$ cat src/rtl/core/csma_pkg.sv
// Package for the CSMA-CA retry latency accountant.
// Holds the beat, command and configuration types and the shared constants.
// Depends on nothing; all other files of the block refer to it by scoped names.
package csma_pkg;

  localparam int unsigned HeaderBytes = 6;
  localparam int unsigned AccumW      = 32;
  localparam int unsigned LatW        = 42;
  localparam int unsigned FixW        = 18;
  localparam int unsigned BoW         = 24;
  localparam int unsigned NsPerUs     = 1000;
  localparam int unsigned MidDepth    = 2;
  localparam int unsigned MidCntW     = 2;
  localparam int unsigned OutDepth    = 4;
  localparam int unsigned OutPtrW     = 2;
  localparam int unsigned OutCntW     = 3;
  localparam int unsigned AddrW       = 5;
  localparam int unsigned DataW       = 32;

  localparam logic [1:0] CauseNone   = 2'd0;
  localparam logic [1:0] CauseAccess = 2'd1;
  localparam logic [1:0] CauseNoAck  = 2'd2;

  typedef enum logic [1:0] {
    KIND_BUSY  = 2'd0,
    KIND_RETRY = 2'd1,
    KIND_DONE  = 2'd2
  } kind_e;

  typedef enum logic [2:0] {
    REG_MIN_BE       = 3'd0,
    REG_MAX_BE       = 3'd1,
    REG_MAX_BACKOFFS = 3'd2,
    REG_MAX_RETRIES  = 3'd3,
    REG_BACKOFF_UNIT = 3'd4,
    REG_CCA_TIME     = 3'd5,
    REG_BYTE_TIME    = 3'd6,
    REG_ACK_WAIT     = 3'd7
  } reg_idx_e;

  typedef struct packed {
    logic [3:0]  min_backoff_exp;
    logic [3:0]  max_backoff_exp;
    logic [2:0]  max_csma_backoffs;
    logic [2:0]  max_frame_retries;
    logic [15:0] backoff_unit_us;
    logic [15:0] cca_time_us;
    logic [7:0]  byte_time_us;
    logic [15:0] ack_wait_us;
  } cfg_t;

  typedef struct packed {
    logic [7:0] backoff_draw;
    logic       channel_busy;
    logic       ack_lost;
    logic [6:0] packet_size;
  } in_t;

  typedef struct packed {
    logic [LatW-1:0] latency_ns;
    logic            lost;
    logic [1:0]      loss_cause;
  } out_t;

  typedef struct packed {
    logic [7:0]      draw;
    kind_e           kind;
    logic [FixW-1:0] fix_us;
  } cmd_t;

  typedef struct packed {
    logic       we;
    logic [3:0] value;
  } min_wr_t;

endpackage

$ cat src/rtl/core/csma_front.sv
// Front end of the CSMA-CA latency accountant: accepts input beats, classifies them
// and precomputes the state-independent time, then queues them for the back end.
// Depends on csma_pkg.
module csma_front (
  input  logic               clk_i,
  input  logic               rst_ni,
  input  csma_pkg::cfg_t     cfg_i,
  input  logic               push,
  output logic               full,
  input  csma_pkg::in_t      item_i,
  output logic               cmd_valid_o,
  output csma_pkg::cmd_t     cmd_o,
  input  logic               cmd_pop_i
);

  csma_pkg::cmd_t                      mem_q [csma_pkg::MidDepth];
  logic                                wr_ptr_q, wr_ptr_d;
  logic                                rd_ptr_q, rd_ptr_d;
  logic [csma_pkg::MidCntW-1:0]        cnt_q, cnt_d;
  logic                                do_push;
  logic                                do_pop;
  logic [7:0]                          bytes;
  logic [15:0]                         tx_us;
  logic [csma_pkg::FixW-1:0]           fix_us;
  csma_pkg::kind_e                     kind;
  csma_pkg::cmd_t                      wr_cmd;

  always_comb begin
    bytes = 8'(item_i.packet_size) + 8'(csma_pkg::HeaderBytes);
    tx_us = 16'(bytes) * 16'(cfg_i.byte_time_us);
    if (item_i.channel_busy) begin
      kind   = csma_pkg::KIND_BUSY;
      fix_us = csma_pkg::FixW'(cfg_i.cca_time_us);
    end else begin
      kind   = item_i.ack_lost ? csma_pkg::KIND_RETRY : csma_pkg::KIND_DONE;
      fix_us = csma_pkg::FixW'(cfg_i.cca_time_us) + csma_pkg::FixW'(tx_us)
             + csma_pkg::FixW'(cfg_i.ack_wait_us);
    end
    wr_cmd.draw   = item_i.backoff_draw;
    wr_cmd.kind   = kind;
    wr_cmd.fix_us = fix_us;
  end

  assign full        = (cnt_q == csma_pkg::MidCntW'(csma_pkg::MidDepth));
  assign cmd_valid_o = (cnt_q != '0);
  assign cmd_o       = mem_q[rd_ptr_q];
  assign do_push     = push && !full;
  assign do_pop      = cmd_pop_i && cmd_valid_o;

  always_comb begin
    wr_ptr_d = do_push ? ~wr_ptr_q : wr_ptr_q;
    rd_ptr_d = do_pop ? ~rd_ptr_q : rd_ptr_q;
    cnt_d    = cnt_q + csma_pkg::MidCntW'(do_push) - csma_pkg::MidCntW'(do_pop);
  end

  always_ff @(posedge clk_i or negedge rst_ni) begin
    if (!rst_ni) begin
      wr_ptr_q <= 1'b0;
      rd_ptr_q <= 1'b0;
      cnt_q    <= '0;
    end else begin
      wr_ptr_q <= wr_ptr_d;
      rd_ptr_q <= rd_ptr_d;
      cnt_q    <= cnt_d;
    end
  end

  always_ff @(posedge clk_i) begin
    if (do_push) begin
      mem_q[wr_ptr_q] <= wr_cmd;
    end
  end

endmodule

$ cat src/rtl/core/csma_back.sv
// Back end of the CSMA-CA latency accountant: per-packet state update for one
// command a cycle while the result queue has room, and conversion of a finished
// packet's time to nanoseconds. Depends on csma_pkg.
module csma_back (
  input  logic                          clk_i,
  input  logic                          rst_ni,
  input  csma_pkg::cfg_t                cfg_i,
  input  csma_pkg::min_wr_t             min_wr_i,
  input  logic                          cmd_valid_i,
  input  csma_pkg::cmd_t                cmd_i,
  output logic                          cmd_pop_o,
  input  logic [csma_pkg::OutCntW-1:0]  out_cnt_i,
  output logic                          res_valid_o,
  output csma_pkg::out_t                res_o
);

  logic [3:0]                   be_q, be_d;
  logic [2:0]                   busy_cnt_q, busy_cnt_d;
  logic [2:0]                   retry_q, retry_d;
  logic [csma_pkg::AccumW-1:0]  accum_q, accum_d;
  logic                         in_pkt_q, in_pkt_d;
  logic                         fin_valid_q, fin_valid_d;
  logic [csma_pkg::AccumW-1:0]  fin_accum_q, fin_accum_d;
  logic [1:0]                   fin_cause_q, fin_cause_d;
  logic                         fire;
  logic [7:0]                   mask;
  logic [csma_pkg::BoW-1:0]     bo_us;
  logic [csma_pkg::AccumW+1:0]  sum;
  logic [csma_pkg::AccumW-1:0]  acc_sat;
  logic                         finish;
  logic [1:0]                   cause;

  assign fire = cmd_valid_i &&
                ((csma_pkg::OutCntW+1)'(out_cnt_i) + (csma_pkg::OutCntW+1)'(fin_valid_q)
                 < (csma_pkg::OutCntW+1)'(csma_pkg::OutDepth));
  assign cmd_pop_o = fire;

  always_comb begin
    mask    = (be_q >= 4'd8) ? 8'hFF : ~(8'hFF << be_q[2:0]);
    bo_us   = csma_pkg::BoW'(cmd_i.draw & mask) * csma_pkg::BoW'(cfg_i.backoff_unit_us);
    sum     = (csma_pkg::AccumW+2)'(accum_q) + (csma_pkg::AccumW+2)'(bo_us)
            + (csma_pkg::AccumW+2)'(cmd_i.fix_us);
    acc_sat = (sum[csma_pkg::AccumW+1:csma_pkg::AccumW] != 2'd0) ? '1
            : sum[csma_pkg::AccumW-1:0];

    be_d       = be_q;
    busy_cnt_d = busy_cnt_q;
    retry_d    = retry_q;
    accum_d    = accum_q;
    in_pkt_d   = in_pkt_q;
    finish     = 1'b0;
    cause      = csma_pkg::CauseNone;

    if (fire) begin
      in_pkt_d = 1'b1;
      accum_d  = acc_sat;
      unique case (cmd_i.kind)
        csma_pkg::KIND_BUSY: begin
          if (be_q < cfg_i.max_backoff_exp) begin
            be_d = be_q + 4'd1;
          end
          if (busy_cnt_q >= cfg_i.max_csma_backoffs) begin
            finish = 1'b1;
            cause  = csma_pkg::CauseAccess;
          end else begin
            busy_cnt_d = busy_cnt_q + 3'd1;
          end
        end
        csma_pkg::KIND_RETRY: begin
          if (retry_q >= cfg_i.max_frame_retries) begin
            finish = 1'b1;
            cause  = csma_pkg::CauseNoAck;
          end else begin
            retry_d    = retry_q + 3'd1;
            be_d       = cfg_i.min_backoff_exp;
            busy_cnt_d = 3'd0;
          end
        end
        csma_pkg::KIND_DONE: begin
          finish = 1'b1;
        end
        default: begin
          finish = 1'b1;
        end
      endcase
      if (finish) begin
        be_d       = cfg_i.min_backoff_exp;
        busy_cnt_d = 3'd0;
        retry_d    = 3'd0;
        accum_d    = '0;
        in_pkt_d   = 1'b0;
      end
    end else if (min_wr_i.we && !in_pkt_q) begin
      be_d = min_wr_i.value;
    end

    fin_valid_d = fire && finish;
    fin_accum_d = acc_sat;
    fin_cause_d = cause;
  end

  always_ff @(posedge clk_i or negedge rst_ni) begin
    if (!rst_ni) begin
      be_q        <= 4'd3;
      busy_cnt_q  <= 3'd0;
      retry_q     <= 3'd0;
      accum_q     <= '0;
      in_pkt_q    <= 1'b0;
      fin_valid_q <= 1'b0;
    end else begin
      be_q        <= be_d;
      busy_cnt_q  <= busy_cnt_d;
      retry_q     <= retry_d;
      accum_q     <= accum_d;
      in_pkt_q    <= in_pkt_d;
      fin_valid_q <= fin_valid_d;
    end
  end

  always_ff @(posedge clk_i) begin
    if (fin_valid_d) begin
      fin_accum_q <= fin_accum_d;
      fin_cause_q <= fin_cause_d;
    end
  end

  always_comb begin
    res_valid_o      = fin_valid_q;
    res_o.latency_ns = csma_pkg::LatW'(fin_accum_q)
                     * csma_pkg::LatW'(10'(csma_pkg::NsPerUs));
    res_o.lost       = (fin_cause_q != csma_pkg::CauseNone);
    res_o.loss_cause = fin_cause_q;
  end

endmodule

$ cat src/rtl/core/csma_outq.sv
// Result queue of the CSMA-CA latency accountant: holds finished result beats
// until the receiver pops them. Depends on csma_pkg.
module csma_outq (
  input  logic                          clk_i,
  input  logic                          rst_ni,
  input  logic                          res_valid_i,
  input  csma_pkg::out_t                res_i,
  output logic [csma_pkg::OutCntW-1:0]  cnt_o,
  output logic                          empty,
  input  logic                          pop,
  output csma_pkg::out_t                result_o
);

  csma_pkg::out_t                 mem_q [csma_pkg::OutDepth];
  logic [csma_pkg::OutPtrW-1:0]   wr_ptr_q, wr_ptr_d;
  logic [csma_pkg::OutPtrW-1:0]   rd_ptr_q, rd_ptr_d;
  logic [csma_pkg::OutCntW-1:0]   cnt_q, cnt_d;
  logic                           do_pop;

  assign empty    = (cnt_q == '0);
  assign cnt_o    = cnt_q;
  assign result_o = mem_q[rd_ptr_q];
  assign do_pop   = pop && !empty;

  always_comb begin
    wr_ptr_d = res_valid_i ? wr_ptr_q + csma_pkg::OutPtrW'(1) : wr_ptr_q;
    rd_ptr_d = do_pop ? rd_ptr_q + csma_pkg::OutPtrW'(1) : rd_ptr_q;
    cnt_d    = cnt_q + csma_pkg::OutCntW'(res_valid_i) - csma_pkg::OutCntW'(do_pop);
  end

  always_ff @(posedge clk_i or negedge rst_ni) begin
    if (!rst_ni) begin
      wr_ptr_q <= '0;
      rd_ptr_q <= '0;
      cnt_q    <= '0;
    end else begin
      wr_ptr_q <= wr_ptr_d;
      rd_ptr_q <= rd_ptr_d;
      cnt_q    <= cnt_d;
    end
  end

  always_ff @(posedge clk_i) begin
    if (res_valid_i) begin
      mem_q[wr_ptr_q] <= res_i;
    end
  end

endmodule

$ cat src/rtl/core/csma_ca_retry_latency.sv
// Top level of the CSMA-CA retry latency accountant with its configuration registers.
// Instantiates csma_front, csma_back and csma_outq; depends on csma_pkg.
//
// Usage: each input beat is one channel-access attempt of the current packet,
// written with push while full is low. A packet ends on a delivery, on too many
// busy backoffs or on too many lost acks; then one result beat with the latency
// in nanoseconds and the loss cause appears, read with pop while empty is low.
// Attempts that do not end a packet give no result.
// Throughput is one beat per cycle while the result queue has room: the back end
// updates exponent, counters and the saturating microsecond accumulator for one
// attempt combinationally, and that loop sets the rate. The result of a finishing
// beat passes the command queue, then the finish register and nanosecond multiply.
// When the receiver stalls, up to four results wait in the result queue; the
// back end then holds, the two-entry command queue fills and full rises.
// Reset empties both queues, returns the registers to their defaults and clears
// the packet state. Registers are written over the APB port at byte address
// 4*index and are meant to be written only while the block is idle.
module csma_ca_retry_latency (
  input  logic                          clk_i,
  input  logic                          rst_ni,
  input  logic                          psel,
  input  logic                          penable,
  input  logic                          pwrite,
  input  logic [csma_pkg::AddrW-1:0]    paddr,
  input  logic [csma_pkg::DataW-1:0]    pwdata,
  output logic [csma_pkg::DataW-1:0]    prdata,
  output logic                          pready,
  input  logic                          push,
  output logic                          full,
  input  csma_pkg::in_t                 item_i,
  output logic                          empty,
  input  logic                          pop,
  output csma_pkg::out_t                result_o
);

  csma_pkg::cfg_t                       cfg_q, cfg_d;
  csma_pkg::min_wr_t                    min_wr;
  csma_pkg::reg_idx_e                   reg_idx;
  logic                                 cfg_we;
  logic                                 cmd_valid;
  csma_pkg::cmd_t                       cmd;
  logic                                 cmd_pop;
  logic [csma_pkg::OutCntW-1:0]         out_cnt;
  logic                                 res_valid;
  csma_pkg::out_t                       res;

  assign pready  = 1'b1;
  assign cfg_we  = psel && penable && pwrite && pready;
  assign reg_idx = csma_pkg::reg_idx_e'(paddr[csma_pkg::AddrW-1:2]);

  always_comb begin
    cfg_d        = cfg_q;
    min_wr.we    = 1'b0;
    min_wr.value = pwdata[3:0];
    if (cfg_we) begin
      unique case (reg_idx)
        csma_pkg::REG_MIN_BE: begin
          cfg_d.min_backoff_exp = pwdata[3:0];
          min_wr.we             = 1'b1;
        end
        csma_pkg::REG_MAX_BE:       cfg_d.max_backoff_exp   = pwdata[3:0];
        csma_pkg::REG_MAX_BACKOFFS: cfg_d.max_csma_backoffs = pwdata[2:0];
        csma_pkg::REG_MAX_RETRIES:  cfg_d.max_frame_retries = pwdata[2:0];
        csma_pkg::REG_BACKOFF_UNIT: cfg_d.backoff_unit_us   = pwdata[15:0];
        csma_pkg::REG_CCA_TIME:     cfg_d.cca_time_us       = pwdata[15:0];
        csma_pkg::REG_BYTE_TIME:    cfg_d.byte_time_us      = pwdata[7:0];
        csma_pkg::REG_ACK_WAIT:     cfg_d.ack_wait_us       = pwdata[15:0];
        default: begin
        end
      endcase
    end
  end

  always_comb begin
    unique case (reg_idx)
      csma_pkg::REG_MIN_BE:       prdata = csma_pkg::DataW'(cfg_q.min_backoff_exp);
      csma_pkg::REG_MAX_BE:       prdata = csma_pkg::DataW'(cfg_q.max_backoff_exp);
      csma_pkg::REG_MAX_BACKOFFS: prdata = csma_pkg::DataW'(cfg_q.max_csma_backoffs);
      csma_pkg::REG_MAX_RETRIES:  prdata = csma_pkg::DataW'(cfg_q.max_frame_retries);
      csma_pkg::REG_BACKOFF_UNIT: prdata = csma_pkg::DataW'(cfg_q.backoff_unit_us);
      csma_pkg::REG_CCA_TIME:     prdata = csma_pkg::DataW'(cfg_q.cca_time_us);
      csma_pkg::REG_BYTE_TIME:    prdata = csma_pkg::DataW'(cfg_q.byte_time_us);
      csma_pkg::REG_ACK_WAIT:     prdata = csma_pkg::DataW'(cfg_q.ack_wait_us);
      default:                    prdata = '0;
    endcase
  end

  always_ff @(posedge clk_i or negedge rst_ni) begin
    if (!rst_ni) begin
      cfg_q.min_backoff_exp   <= 4'd3;
      cfg_q.max_backoff_exp   <= 4'd5;
      cfg_q.max_csma_backoffs <= 3'd4;
      cfg_q.max_frame_retries <= 3'd3;
      cfg_q.backoff_unit_us   <= 16'd320;
      cfg_q.cca_time_us       <= 16'd128;
      cfg_q.byte_time_us      <= 8'd32;
      cfg_q.ack_wait_us       <= 16'd864;
    end else begin
      cfg_q <= cfg_d;
    end
  end

  csma_front u_front (
    .clk_i       (clk_i),
    .rst_ni      (rst_ni),
    .cfg_i       (cfg_q),
    .push        (push),
    .full        (full),
    .item_i      (item_i),
    .cmd_valid_o (cmd_valid),
    .cmd_o       (cmd),
    .cmd_pop_i   (cmd_pop)
  );

  csma_back u_back (
    .clk_i       (clk_i),
    .rst_ni      (rst_ni),
    .cfg_i       (cfg_q),
    .min_wr_i    (min_wr),
    .cmd_valid_i (cmd_valid),
    .cmd_i       (cmd),
    .cmd_pop_o   (cmd_pop),
    .out_cnt_i   (out_cnt),
    .res_valid_o (res_valid),
    .res_o       (res)
  );

  csma_outq u_outq (
    .clk_i       (clk_i),
    .rst_ni      (rst_ni),
    .res_valid_i (res_valid),
    .res_i       (res),
    .cnt_o       (out_cnt),
    .empty       (empty),
    .pop         (pop),
    .result_o    (result_o)
  );

  assert property (@(posedge clk_i) disable iff (!rst_ni)
    out_cnt <= csma_pkg::OutCntW'(csma_pkg::OutDepth))
    else $error("Result queue holds more beats than its depth.");

  assert property (@(posedge clk_i) disable iff (!rst_ni)
    res_valid && (out_cnt == csma_pkg::OutCntW'(csma_pkg::OutDepth)) |-> pop)
    else $error("Result beat pushed into a full result queue.");

  assert property (@(posedge clk_i) disable iff (!rst_ni)
    cmd_pop |-> cmd_valid)
    else $error("Back end took a command from an empty command queue.");

  assert property (@(posedge clk_i) disable iff (!rst_ni)
    !empty |-> (result_o.lost == (result_o.loss_cause != csma_pkg::CauseNone)))
    else $error("Lost flag disagrees with the loss cause.");

endmodule

$ cat config.mk
export PLATFORM = sky130hd
export DESIGN_NAME = csma_ca_retry_latency
export DESIGN_NICKNAME = d
export VERILOG_FILES = /design/src/rtl/core/csma_pkg.sv /design/src/rtl/core/csma_front.sv /design/src/rtl/core/csma_back.sv /design/src/rtl/core/csma_outq.sv /design/src/rtl/core/csma_ca_retry_latency.sv
export SDC_FILE = /design/constraint.sdc
export NUM_CORES = 1
export LEC_CHECK = 0
export BUFFER_PORTS_ARGS = -buffer_cell sky130_fd_sc_hd__buf_2
export CAP_MARGIN = 10
export CORE_MARGIN = 2
export CORE_UTILIZATION = 40
export DETAILED_ROUTE_END_ITERATION = 10
export GPL_TIMING_DRIVEN = 0
export PLACE_DENSITY = 0.66
export SLEW_MARGIN = 20
export SYNTH_ARGS = -nofsm -noshare
export SYNTH_HDL_FRONTEND = slang
export SYNTH_HIERARCHICAL = 1
export SYNTH_SLANG_ARGS = --single-unit
$ cat constraint.sdc
create_clock -name clk_i -period 9.1 [get_ports clk_i]
set_input_delay 0.455 -clock clk_i [delete_from_list [all_inputs] [get_ports clk_i]]
set_output_delay 0.455 -clock clk_i [all_outputs]
set_load 0.02 [all_outputs]
==> results.md, run 1 <==
* WP data required at between 9 and 10 ns
* Post-layout min period at 8.291 ns
* Endpoints failing setup at 0
* DRT antenna net count at 0
* First-pass GRT wire length at 109500 um
* Port Buffers at 104
* Max-slew headroom at 0.2813
* Max frequency at 0.1206 GHz
* Post-route setup TNS at 0 ns
* Final core utilization at 0.4485
* Max cap viols at 0
* Most frequent cell after synthesis: inv_1
* DR pass1 iterations at 5
* WL/cell at 18.30 um
* Htree depth at 2
* Synth Cell Area at 30060 um^2
* 1st-iter DRT viols at between 1k and 1.5k
* CP max-delay cell: a21boi_0
* # resized after CTS at 0
* Clock sink count at 395
* CTS tree: yes
* Total setup buffers inserted after CTS at 0
* Die width at 278.1 um
* Synth warn at 6
* Status: finished, final reports clean
* Synthesized instance count at 2465
* Hold Fails Final Rpt at 0
* Nets at 3218
* Max Fanout on Critical Path at 10
* Share of post-route cells with drive strength above 1 at 0.1585
* Pin count of the biggest net entering global routing at between 80 and 90
* Total global routing overflow at 0
* Area of the core at 74450 um^2
* Number of global-route vias before repair at 20.37k
* Crit-path max cell delay at 0.70 ns
* Syn avg cell area at approximately 12 um^2
* RSZ-0062 raised after global routing: no
* Clock Tree Root: clkbuf_16
* Avg Vias per Cell at 5.184
* Cell family with most CP delay: adder cells
* Fin crit share at 0.9111
* Critical Path Most Common Cell: fa_1
* Critical path buffers and inverters at 5
* Crit Path Category: reg -> reg
* Sequential-to-total area share from yosys stat at 0.3745
* Die Y at 278.1 um
* Number of top-level pins at 141
* Initial antenna violation count at 1
* Fin Clk Skew at between 0.02 and 0.03 ns
* EDFF count, synth at 270
* Final wirelength at 66580 um
* CP Cell Sequence: clkbuf_1 -> mux2_2 -> a21boi_0 -> clkbuf_1 -> and2_1 -> fa_1 -> fa_1 -> fa_1 -> fa_1 -> inv_1 -> fa_1 -> inv_1 -> ha_1 -> and2_1 -> and3_1 -> a221oi_2 -> o21ai_2 -> a22o_1 -> a41o_1 -> nand3_2 -> buf_2 -> o21ai_1 -> a22o_1
* CTS Buf Count at 44
* Asr flop ratio synth at 0.3165
* Synth area leader: edfxtp_1
* P&R area growth vs syn at 11.08%
* Synth unique cells at 88
* Pins Over Slew Limit at 0
* Later-pin clock latency in the skew report at 0.60 ns
* FF+latch count, synth at 395
* Starting density of the core at 0.4038
* GRT Overall Usage at 0.1767
* Actual slew at the worst max-slew pin at 1.074 ns
* Min Hold Slack at 0.06198 ns
* Maximum clock path buffer count at 3
* Die area at between 70000 and 80000 um^2
* Routed vias at 18.86k
* Startpoint Class: register
* # rows at 100
* Gp weighted congestion at about 0.9
* Worst hold path class: in -> reg
* Residual DRC at 0
* Ranking of synthesized cells by area: edfxtp_1 (27%), fa_1 (20%), ha_1 (9.0%)
* Crit. End Element: register
* Worst EP arrival at 8.75 ns
* Worst-path clk slew at about 0.06 ns
* Post-DP HPWL at 52370 um
* Synth top cells by count: inv_1 (359), fa_1 (304), edfxtp_1 (270), ha_1 (217), nand2_1 (154)
* Top_reg_cell synth: edfxtp_1
* Yosys top cell area share at 0.2697
registers in the layout, summed over array words and instances (netlist names), 2 cells and up:
signal and count:
u_back/be_q 4, u_outq/wr_ptr_q 2, u_back/busy_cnt_q 3, u_front/mem_q 56, u_back/accum_q 32, cfg_q 70, u_back/retry_q 3, u_back/fin_accum_q 32
u_back/fin_cause_q 2, u_front/cnt_q 2, u_outq/cnt_o 3, u_outq/mem_q 180, u_outq/rd_ptr_q 2
cell families (layout without fill, tap and decap cells):
family          Yosys count  in the layout  share of synthesized area
compound gates          354            354                    0.07938
xor+xnor                 76             76                    0.02214
fa+ha+maj               521            521                     0.2928
buf+inv                 453            640                    0.06314
flops                   395            395                     0.3745
mux                     173            173                    0.08263
other cells               3             21                  0.0003746
simple gates            490            490                    0.08504
per-stage QoR:
| stage | setup WS [ns] | area, um^2 | std cells |
|---|---|---|---|
| after global routing | 0.4735 | 33390 | 3638 |
| after CTS | 0.8256 | 33390 | 3638 |
| after floorplan | 2.398 | 30120 | 2482 |
| after detailed placement | 0.8612 | 31970 | 3558 |
| after global placement | 0.9067 | 31860 | 3555 |
| final | 0.8086 | 33390 | 3639 |
metal layers:
layer  up-vias  global-route usage  share of wire
li1       8744                   -              -
met4         2             0.05225          0.028
met1      9583              0.2261           0.43
met3       111             0.02300          0.037
met5         -                   0        0.00020
met2       424              0.3126           0.50
layout make-up:
| class | instances | area [um^2] |
|---|---|---|
| Antenna cell | 1 | 2.502 |
| Buffer | 92 | 543.0 |
| Clock buffer | 59 | 1167 |
| Sequential cell | 395 | 11260 |
| Multi-Input combinational cell | 1634 | 16990 |
| Tap cell | 969 | 1212 |
| Fill cell | 6641 | 41060 |
| Timing Repair Buffer | 108 | 615.6 |
| Inverter | 361 | 1355 |
| Clock inverter | 20 | 242.7 |
repair_timing:
item | 4_1_cts | 5_1_grt
setup endpoints to repair | 0 | 0
hold endpoints to repair | 39 | 0
hold buffers | 1 | 0
final timing paths:
path | from | end | slack (ns) | cells after the start
max reg2reg | u_front/rd_ptr_q | u_back/accum_q[7] | 0.81 | 23
min reg2reg | u_back/in_pkt_q | u_back/in_pkt_q | 0.51 | 2
min in group asynchronous | rst_ni | u_back/accum_q[12] | 0.39 | 2
max in group asynchronous | rst_ni | cfg_q[31] | 7.85 | 3
min | item_i[9] | u_front/mem_q[1][20] | 0.06 | 1
max | u_front/rd_ptr_q | u_back/accum_q[7] | 0.81 | 23
cell usage in the layout, fill, tap and decap left out, types with 8 or more instances in the layout:
cell type / Yosys / routed
nand2b_1: 16 / 16
buf_4: 25 / 25
nand3_1: 18 / 18
and2_1: 110 / 106
and3_1: 37 / 36
nor2b_1: 25 / 25
a211oi_1: 12 / 12
a22oi_1: 9 / 9
o21ai_1: 14 / 14
edfxtp_1: 270 / 270
nor3_1: 9 / 9
clkbuf_1: 44 / 58
o21ai_0: 59 / 59
xor2_1: 24 / 24
dfstp_2: 17 / 17
o21bai_1: 11 / 11
fa_1: 304 / 304
nor2_1: 64 / 62
mux2_2: 106 / 106
conb_1: 3 / 20
mux2i_1: 13 / 13
o211ai_1: 8 / 8
a21oi_1: 84 / 84
xnor2_1: 52 / 52
nand2_1: 154 / 154
buf_2: 12 / 115
o21a_1: 14 / 14
inv_1: 359 / 359
clkbuf_16: 0 / 44
mux4_2: 49 / 49
dfrtp_1: 108 / 108
o31ai_1: 10 / 10
a22o_1: 28 / 28
a21o_1: 43 / 43
ha_1: 217 / 217
a31oi_1: 10 / 10
nand4_1: 17 / 17
Power of run 1 is not shown: default switching activity piles up to over one toggle a cycle in this logic, so the estimate is an artifact.
==> inputs of run 2 (changes only) <==
Settings changed: CORE_UTILIZATION 40 to 50, PLACE_DENSITY 0.66 to 0.67.
==> results.md, run 2 (synthesized netlist as in run 1, its figures left out) <==
* Die width at 249.2 um (-10%)
* Most frequent cells in the layout: inv_1 (359), fa_1 (304), edfxtp_1 (270)
* Worst EP arrival at 8.74 ns (about the same)
* Pin count of the biggest net entering global routing at 93 (+8.1%)
* Maximum clock path buffer count at 3 (unchanged)
* Total setup buffers inserted after CTS at 0 (unchanged)
* Post-layout min period at 8.283 ns (-0.008748 ns)
* Number of top-level pins at 141 (unchanged)
* Share of post-route cells with drive strength above 1 at 0.1622 (+0.003686)
* Hold Fails Final Rpt at 0 (unchanged)
* Endpoints failing setup at 0 (unchanged)
* Startpoint Class: register
* Largest regs: u_outq/mem_q x180, cfg_q x70, u_front/mem_q x56
* Clock sink count at 395 (unchanged)
* Post-route setup TNS at 0 ns (unchanged)
* Crit Path Category: reg -> reg
* Flop2flop setup slack at 0.82 ns (about the same)
* Biggest register: u_outq/mem_q
* Fin Clk Skew at 0.02317 ns (-0.006050 ns)
* Status: finished, final reports clean
* Crit. End Element: register
* Filler Cell Count at 4916 (-26%)
* Area of the core at 59240 um^2 (-20%)
* Actual slew at the worst max-slew pin at 1.089 ns (+0.01452 ns)
* Final wirelength at 66100 um (-0.73%)
* Routed vias at 18.92k (+0.28%)
* Nets at 3217 (-0.031%)
* DRT antenna net count at 0 (unchanged)
* Final core utilization at 0.5610 (+0.1125)
* Number of global-route vias before repair at 20.49k (+0.58%)
* Later-pin clock latency in the skew report at 0.57 ns (-0.03 ns)
* P&R area growth vs syn at 10.57%
* Initial antenna violation count at 1 (unchanged)
* Gp weighted congestion at 0.8696 (-3.4%)
* Post-DP HPWL at 51850 um (-1.0%)
* # resized after CTS at 0 (unchanged)
* RSZ-0062 raised after global routing: no
* Htree depth at 2 (unchanged)
* Most common cell after layout, fill and taps aside: inv_1
* Antenna diodes at 0 (-1)
* Max cap viols at 0 (unchanged)
* Max Fanout on Critical Path at 10 (unchanged)
* CTS tree: yes
* Total global routing overflow at 0 (unchanged)
* Post-cts hold buffer count at 1 (unchanged)
* Hold Startpoint: item_i[12]
* Clock Tree Root: clkbuf_16
* Avg Vias per Cell at 5.494 (+6.0%)
* Residual DRC at 0 (unchanged)
* Die Y at 249.2 um (-10%)
* Port Buffers at 104 (unchanged)
* Worst-path clk slew at 0.06 ns (about the same)
* First-pass GRT wire length at 108900 um (-0.57%)
* Max-slew headroom at 0.2666 (-0.01470)
* WL/cell at 19.20 um (+4.9%)
* Pins Over Slew Limit at 0 (unchanged)
* Fin crit share at 0.9102 (-0.0009613)
* CTS Buf Count at 43 (-2.3%)
* Die area at 62100 um^2 (-20%)
* # rows at 89 (-11%)
* FF-to-FF Start: u_front/rd_ptr_q
* GRT Overall Usage at 0.2203 (+0.04357)
* DR pass1 iterations at 5 (unchanged)
* Max frequency at 0.1207 GHz (+0.11%)
* Starting density of the core at 0.5074 (+0.1036)
* Worst hold path class: in -> reg
* 1st-iter DRT viols at 1040 (-5.6%)
* Min Hold Slack at 0.06713 ns (+0.005145 ns)
* WP data required at 9.56 ns (about the same)
* Worst Setup SP: u_front/rd_ptr_q
* Max reg flops at 180 (unchanged)
-- run 2: changes by cell type in the layout (fill, tap and decap cells not counted), moves of 3 or more --
cell | before | now
bufinv_16 | 3 | 6
clkinv_2 | 5 | 13
inv_6 | 3 | 0
clkbuf_1 | 58 | 48
clkbuf_16 | 44 | 47
-- run 2: metal layers --
layer	track usage	share of wire	vias to the layer above
met1	0.2850	0.43	9640
met2	0.3824	0.50	382
met5	0	0.00018	-
li1	-	-	8765
met3	0.03041	0.036	127
met4	0.07401	0.033	2
-- run 2: area by class of cell --
| class | count | area [um^2] | share of cell area |
|---|---|---|---|
| well taps | 773 | 967.2 | 0.02910 |
| clock buffers | 51 | 1191 | 0.03584 |
| flip-flops and latches | 395 | 11260 | 0.3387 |
| repair buffers | 108 | 608.1 | 0.01830 |
| plain buffers | 92 | 543.0 | 0.01634 |
| clock inverters | 29 | 320.3 | 0.009637 |
| multi-input cells | 1634 | 16990 | 0.5113 |
| inverters | 361 | 1355 | 0.04077 |
-- run 2: critical path: stages (launching register included) --
cell	delay (ns)
dfrtp_1	0.34
clkbuf_1	0.59
mux2_2	0.28
a21boi_0	0.75
clkbuf_1	0.45
and2_1	0.21
fa_1	0.44
fa_1	0.48
fa_1	0.52
fa_1	0.64
inv_1	0.08
fa_1	0.50
inv_1	0.04
ha_1	0.34
and2_1	0.24
and3_1	0.23
a221oi_2	0.28
o21ai_2	0.15
a22o_1	0.28
a41o_1	0.34
nand3_2	0.20
buf_2	0.31
o21ai_0	0.23
a22o_1	0.24
-- run 2: metrics by stage --
step	cells	setup slack [ns]	cell area [um^2]
finish	3443	0.8174	33240
global placement	3359	0.8909	31610
detailed placement	3362	0.8203	31710
global route	3443	0.2829	33240
floorplan	2482	2.398	30120
CTS	3443	0.8021	33240
-- run 2: path summary, 6_finish.rpt --
| kind | cells past startpoint | endpoint |
|---|---|---|
| setup / recovery | 23 | u_back/accum_q[24] |
| hold / removal | 1 | u_front/mem_q[1][23] |
| setup reg to reg | 23 | u_back/accum_q[24] |
| hold reg to reg | 2 | u_back/in_pkt_q |
| max in group asynchronous | 3 | cfg_q[6] |
| min in group asynchronous | 2 | u_back/accum_q[7] |
Power of run 2 is left out for the same reason.
